--- src/design/texel_format_decoder_defines.svh ---
// Assertion macros for the texel format decoder.
// Both forms expect signals named clk and rst in the scope where they are used.
`ifndef TEXEL_FORMAT_DECODER_DEFINES_SVH
`define TEXEL_FORMAT_DECODER_DEFINES_SVH

`ifndef NO_ASSERTIONS

// Consequent checked at the same edge as the antecedent.
`define TFD_ASSERT_SAME(label, pre, post, msg) \
  label: assert property (@(posedge clk) disable iff (rst) (pre) |-> (post)) else $error(msg);

// Consequent checked at the following edge.
`define TFD_ASSERT_NEXT(label, pre, post, msg) \
  label: assert property (@(posedge clk) disable iff (rst) (pre) |=> (post)) else $error(msg);

`else

`define TFD_ASSERT_SAME(label, pre, post, msg)
`define TFD_ASSERT_NEXT(label, pre, post, msg)

`endif

`endif

--- src/design/tfd_pkg.sv ---
`default_nettype none

package tfd_pkg;

  localparam int PALETTE_DEPTH_DEFAULT = 16384;

  localparam int SLOT_W     = 14;
  localparam int WORD_W     = 16;
  localparam int PICK_W     = 2;
  localparam int COLOR_W    = 8;
  localparam int STATUS_W   = 2;
  localparam int FMT_W      = 4;
  localparam int PFMT_W     = 2;
  localparam int COUNT_W    = 15;
  localparam int IN_DATA_W  = 48;
  localparam int OUT_DATA_W = 40;
  localparam int CFG_ADDR_W = 4;
  localparam int CFG_DATA_W = 32;

  localparam logic MODE_WRITE  = 1'b0;
  localparam logic MODE_DECODE = 1'b1;

  typedef enum logic [FMT_W-1:0] {
    FMT_I4     = 4'd0,
    FMT_I8     = 4'd1,
    FMT_IA4    = 4'd2,
    FMT_IA8    = 4'd3,
    FMT_RGB565 = 4'd4,
    FMT_RGB5A3 = 4'd5,
    FMT_RGBA8  = 4'd6,
    FMT_C4     = 4'd8,
    FMT_C8     = 4'd9,
    FMT_C14X2  = 4'd10,
    FMT_CMPR   = 4'd14
  } texel_fmt_t;

  typedef enum logic [PFMT_W-1:0] {
    PAL_IA8    = 2'd0,
    PAL_RGB565 = 2'd1,
    PAL_RGB5A3 = 2'd2
  } pal_fmt_t;

  typedef enum logic [STATUS_W-1:0] {
    STATUS_OK     = 2'd0,
    STATUS_RANGE  = 2'd1,
    STATUS_FORMAT = 2'd2
  } status_t;

  typedef enum logic [1:0] {
    REG_TEXEL_FORMAT   = 2'd0,
    REG_PALETTE_FORMAT = 2'd1,
    REG_PALETTE_COUNT  = 2'd2
  } reg_index_t;

  // How the final stage turns a word into a colour.
  typedef enum logic [3:0] {
    CONV_ZERO,
    CONV_I4,
    CONV_I8,
    CONV_IA4,
    CONV_IA8,
    CONV_565,
    CONV_5A3,
    CONV_RGBA8,
    CONV_CMPR
  } conv_t;

  typedef struct packed {
    logic [FMT_W-1:0]   texel_format;
    logic [PFMT_W-1:0]  palette_format;
    logic [COUNT_W-1:0] palette_count;
  } cfg_t;

  typedef struct packed {
    logic [WORD_W-1:0] code;
    logic [WORD_W-1:0] second_word;
    logic [PICK_W-1:0] pick;
    logic [SLOT_W-1:0] index;
  } s1_t;

  typedef struct packed {
    conv_t             conv;
    status_t           status;
    logic [WORD_W-1:0] word;
    logic [WORD_W-1:0] second_word;
    logic [PICK_W-1:0] pick;
    logic              four;
  } s2_t;

endpackage

`default_nettype wire

--- src/design/tfd_classify.sv ---
`default_nettype none

module tfd_classify #(
  parameter int PALETTE_DEPTH = tfd_pkg::PALETTE_DEPTH_DEFAULT
) (
  input  logic                      clk,
  input  logic                      rst,
  input  logic                      advance,
  input  logic                      in_valid,
  input  tfd_pkg::cfg_t             cfg,
  input  tfd_pkg::s1_t              item,
  input  logic [tfd_pkg::WORD_W-1:0] pal_word,
  output logic                      out_valid,
  output tfd_pkg::s2_t              out
);

  import tfd_pkg::*;

  localparam logic [COUNT_W-1:0] DEPTH_COUNT = COUNT_W'(PALETTE_DEPTH);

  logic [COUNT_W-1:0] count_eff;
  logic               in_range;
  s2_t                s2_next;

  always_comb begin
    count_eff = (cfg.palette_count > DEPTH_COUNT) ? DEPTH_COUNT : cfg.palette_count;
    in_range  = {1'b0, item.index} < count_eff;
  end

  always_comb begin
    s2_next.conv        = CONV_ZERO;
    s2_next.status      = STATUS_OK;
    s2_next.word        = item.code;
    s2_next.second_word = item.second_word;
    s2_next.pick        = item.pick;
    s2_next.four        = item.code > item.second_word;
    unique case (texel_fmt_t'(cfg.texel_format))
      FMT_I4:     s2_next.conv = CONV_I4;
      FMT_I8:     s2_next.conv = CONV_I8;
      FMT_IA4:    s2_next.conv = CONV_IA4;
      FMT_IA8:    s2_next.conv = CONV_IA8;
      FMT_RGB565: s2_next.conv = CONV_565;
      FMT_RGB5A3: s2_next.conv = CONV_5A3;
      FMT_RGBA8:  s2_next.conv = CONV_RGBA8;
      FMT_CMPR:   s2_next.conv = CONV_CMPR;
      FMT_C4, FMT_C8, FMT_C14X2: begin
        // The range check wins over an unusable palette format.
        s2_next.word = pal_word;
        if (!in_range) begin
          s2_next.status = STATUS_RANGE;
        end else begin
          unique case (pal_fmt_t'(cfg.palette_format))
            PAL_IA8:    s2_next.conv = CONV_IA8;
            PAL_RGB565: s2_next.conv = CONV_565;
            PAL_RGB5A3: s2_next.conv = CONV_5A3;
            default:    s2_next.status = STATUS_FORMAT;
          endcase
        end
      end
      default: s2_next.status = STATUS_FORMAT;
    endcase
  end

  always_ff @(posedge clk) begin
    if (rst) begin
      out_valid <= 1'b0;
    end else if (advance) begin
      out_valid <= in_valid;
    end
  end

  always_ff @(posedge clk) begin
    if (advance) begin
      out <= s2_next;
    end
  end

endmodule

`default_nettype wire

--- config.mk ---
export PLATFORM = sky130hd
export DESIGN_NAME = tfd_classify
export DESIGN_NICKNAME = d
export VERILOG_FILES = /design/src/design/texel_format_decoder_defines.svh /design/src/design/tfd_pkg.sv /design/src/design/tfd_classify.sv
export SDC_FILE = /design/constraint.sdc
export NUM_CORES = 1
export LEC_CHECK = 0
export BUFFER_PORTS_ARGS = -buffer_cell sky130_fd_sc_hd__buf_2
export CAP_MARGIN = 20
export CELL_PAD_IN_SITES_DETAIL_PLACEMENT = 1
export CELL_PAD_IN_SITES_GLOBAL_PLACEMENT = 2
export CORE_UTILIZATION = 23
export DETAILED_ROUTE_END_ITERATION = 12
export PLACE_DENSITY_LB_ADDON = 0.1
export SKIP_CTS_REPAIR_TIMING = 1
export SLEW_MARGIN = 20
export SYNTH_ARGS = -nofsm -noshare
export SYNTH_HDL_FRONTEND = slang
export SYNTH_SLANG_ARGS = --single-unit
--- constraint.sdc ---
create_clock -name clk -period 1.8 [get_ports clk]
set_input_delay 0.18 -clock clk [delete_from_list [all_inputs] [get_ports clk]]
set_output_delay 0.18 -clock clk [all_outputs]
set_load 0.05 [all_outputs]
Yosys cells after proc, flatten, opt, wreduce, memory -nomap -nowiden
Index checks and enable logic that the tools add are counted.

storage, ports and cells
  flip-flop bits (word level) = 42
  bits of input ports = 89
  output and inout bits = 42

operators by class
  muxes and demuxes = 8
  reduce and logical (&&, ||, !) cells = 5
  eq/ne operators = 12
  magnitude comparators = 3

operators with widths
  kind                    count
  $pmux W4 S9             1
  $eq A4 B4 Y1 const B    4
  $gt A16 B16 Y1          1
  $mux W16                1
  $gt A15 B15 Y1 const B  1
  $lt A14 B15 Y1          1
  $mux W15                1
  $eq A4 B3 Y1 const B    3
  $pmux W3 S3             1
  $eq A4 B2 Y1 const B    2
  $reduce_or A8 Y1        1
  $reduce_or A3 Y1        2
  $eq A4 B1 Y1 const B    1
  $logic_not A4 Y1        1
  $mux W2                 2
  $pmux W2 S2             1
  $mux W3                 1
  $eq A2 B1 Y1 const B    1
  $eq A2 B2 Y1 const B    1
  $logic_not A2 Y1        1

Logic depth before layout (Yosys ltp)
  depth in word-level cells = 5
  gate-level depth with buffers = 10
  depth with buffers taken out = 10

Worst setup path before layout
No wires, ideal clock.

  kind = input to register
  from = input port cfg[9] (netlist bit)
  to = register out[39] (netlist bit) (data pin)
  slack = -113 ps
  path buffers = 0
  library setup time = 268 ps
  required time = 1532 ps
  stages on the path = 10
  arrival time = 1645 ps
  cells stage by stage = nor4_1 > nand4_1 > nand2_1 > nand2_1 > ha_1 > a21oi_1 > o21ai_0 > a21oi_1 > o211ai_1 > o22ai_1

RTL lines
  what                    line                source
  start: declaration      tfd_classify.sv:10  input tfd_pkg::cfg_t cfg,
  end signal: assignment  tfd_classify.sv:74  out <= s2_next;
  end: declaration        tfd_classify.sv:14  output tfd_pkg::s2_t out

==> results.json <==
{
  "drt_iter0_drc": 29,
  "wl_per_cell_um": 12.9,
  "clock_skew_ps": 0,
  "synth-adder-area-share_pct": 15.3,
  "antenna_found_initial": 0,
  "grt_pass1_vias": 2317,
  "cts_tree": "yes",
  "crit_top_cell": "nand2_2",
  "timing.fmax_ghz": 0.542,
  "grt_overflow_total": 0,
  "io_buffers": 130,
  "p_leak_nw": 1.67,
  "start_util_pct": 24.0,
  "dp.cells": 501,
  "cp_slowest_cell": "ha_1",
  "critPathLaunchType": "input pin",
  "syn-cell-area_mm2": 0.00237,
  "worst_hold_startpoint": "rst",
  "layout_common_cells": "buf_2, nand2_1, edfxtp_1",
  "ys_warn_count": 0,
  "drv_slew": 0,
  "grt_setup_unrepaired": "true",
  "syn-num-nets": 342,
  "die_area_mm2": 0.0107,
  "area_growth_pct": 48.2,
  "multi_input_area_mm2": 0.00112,
  "clk_latency_ps": 300,
  "hold_class": "input pin to flop",
  "muxShareOfSynthArea_pct": 0.422,
  "synth_top_family_by_area": "simple AND/OR/NAND/NOR gates",
  "synth_compound_area_share_pct": 8.76,
  "reg2reg_to": "out_valid",
  "path_clk_slew_ps": 80,
  "avgSynthCellArea_um2": 10.6,
  "groute.usage.overall_pct": 12.5,
  "reg2reg_from": "out_valid",
  "async_reset_ff_share_pct": 0,
  "postRouteWirelength_mm": 6.59,
  "clock-sinks": 42,
  "end_kind": "flop",
  "power_density_mw_per_mm2": 737,
  "required_ps": 1930,
  "gp_congestion": 0.669,
  "ir_drop_mv": 0.233,
  "reg2regPathDepth": 2,
  "fin_nets": 494,
  "cts_root_buf": "clkbuf_8",
  "syn_inst": 224,
  "outcome": "finished, violations left",
  "fin_ws_ps": -45.0,
  "synth_top_flop_cell": "edfxtp_1",
  "nFillCells": 1174,
  "min_path_cells": 2,
  "yosysTopAreaCell": "edfxtp_1",
  "setup_viol": 4,
  "finalPower_mw": 2.59,
  "max_stage_delay_ps": 310,
  "via_count": 2175,
  "htreeDepth": 2,
  "die_h_um": 104,
  "final_common_cell": "buf_2",
  "rows": 36,
  "path_cells": "buf_8, nor4_4, nand4_1, nand2_2, nand2_1, ha_1, nand2_2, o21ai_2, a21oi_2, o211ai_1, buf_4, o32ai_2",
  "min_to": "out_valid",
  "ff2ff_setup_slack_ps": 1220,
  "fin_crit_ps": 1840,
  "critPathMaxFanout": 4,
  "ys_seq_area_share_pct": 52.8,
  "ios": 131,
  "grt_max_degree": 26,
  "seq_area_mm2": 0.00125,
  "drc": 0,
  "numCtsBuffers": 5,
  "synth_area_leaders": "edfxtp_1, ha_1, nand2_1",
  "fin_cells": 510,
  "fp.dieW_um": 104,
  "finalHoldViolCount": 0,
  "max-clock-path-buffers": 2,
  "slew_headroom_pct": 71.3,
  "routed_via_density": 4.26,
  "grt_pass1_wl_mm": 10.6,
  "first_pass_iters": 3,
  "tightestPinTransition_ps": 419,
  "core_area_mm2": 0.00986,
  "synth_top_area_share_pct": 51.9,
  "synth_edf_count": 41,
  "drv_cap": 0,
  "synthXorXnorAreaFrac_pct": 0.739,
  "synth-simple-area-share_pct": 18.2,
  "dp_hpwl_mm": 5.53,
  "synth_seq_cells": 42,
  "violations": "setup timing",
  "drtAntennaViolNets": 0,
  "synth_cell_types": 34,
  "min_period_over_period_pct": 102,
  "drive_gt1_share_pct": 45.9,
  "antenna_cells": 0,
  "crit_type": "input pin to flop",
  "crit_arrival_ps": 1980
}
[critical path: cells and delay by family]
| kind | cells | cell delay [ps] |
|---|---|---|
| buffers and inverters | 2 | 270 |
| adder cells (fa/ha/maj) | 1 | 310 |
| AND/OR/NAND/NOR | 5 | 680 |
| AO/OA/AOI/OAI | 4 | 550 |
[layer usage]
metal | up-vias | track usage, % | wire length, um
met4 | 0 | 4.35 | 97
met3 | 6 | 3.84 | 504
met1 | 990 | 13.8 | 2730
met2 | 77 | 22.4 | 3250
li1 | 1102 | - | -
met5 | - | 0 | 0
[state kept, by name, summed over array words and instances, names as in the netlist]
name,flops
out,41
out_valid,1
[cell type report]
type / count / share of cell area, %
clock buffers: 6 / 2.07
well taps: 133 / 4.74
inverters: 21 / 2.24
clock inverters: 2 / 0.249
repair buffers: 148 / 23.2
flip-flops and latches: 42 / 35.6
multi-input cells: 158 / 31.9
[power breakdown]
group | total, mW | internal, mW | switching (mW)
combinational | 0.813 | 0.272 | 0.540
clock | 0.590 | 0.267 | 0.323
sequential | 1.19 | 1.17 | 0.0170
total | 2.59 | 1.71 | 0.881
[worst max-delay path by stage]
stage / startpoint / slack, ps / end / depth (start not counted)
after global routing: cfg[12] / -150 / out[37] / 12
after detailed placement: cfg[9] / -510 / out[37] / 11
after global placement: cfg[9] / -410 / out[37] / 11
after CTS: cfg[9] / -190 / out[37] / 11
after floorplan: cfg[9] / -40 / out[37] / 10
final: cfg[12] / -40 / out[37] / 12
[through the flow]
stage | cell area (um2) | setup TNS, ps | setup slack (ps) | hold WS (ps) | utilization [%]
CTS | 3420 | -752 | -186 | 15.1 | 34.6
floorplan | 2390 | -136 | -41.8 | 252 | -
global placement | 3330 | -2120 | -410 | 340 | 33.8
global route | 3510 | -500 | -151 | 22.0 | 35.6
detailed placement | 3330 | -2560 | -508 | 345 | 33.8
finish | 3510 | -75.7 | -45.0 | 29.2 | 35.6
[synth_stat cells (3+ instances only)]
| library cell | instances |
|---|---|
| nand2_1 | 60 |
| edfxtp_1 | 41 |
| ha_1 | 29 |
| inv_1 | 20 |
| nor2_1 | 10 |
| a21oi_1 | 9 |
| nand2b_1 | 9 |
| o21ai_0 | 5 |
| a211oi_1 | 4 |
| nand4_1 | 4 |
| o32ai_1 | 4 |
| nor4_1 | 3 |
[logic make-up (layout without fill, tap and decap cells)]
group | Yosys count | after routing
XOR/XNOR | 2 | 2
AND/OR/NAND/NOR | 95 | 95
flip-flops | 42 | 42
buffers and inverters | 24 | 177
AO/OA/AOI/OAI | 31 | 31
adder cells (fa/ha/maj) | 29 | 29
multiplexers | 1 | 1
(Power assumes the default switching activity.)
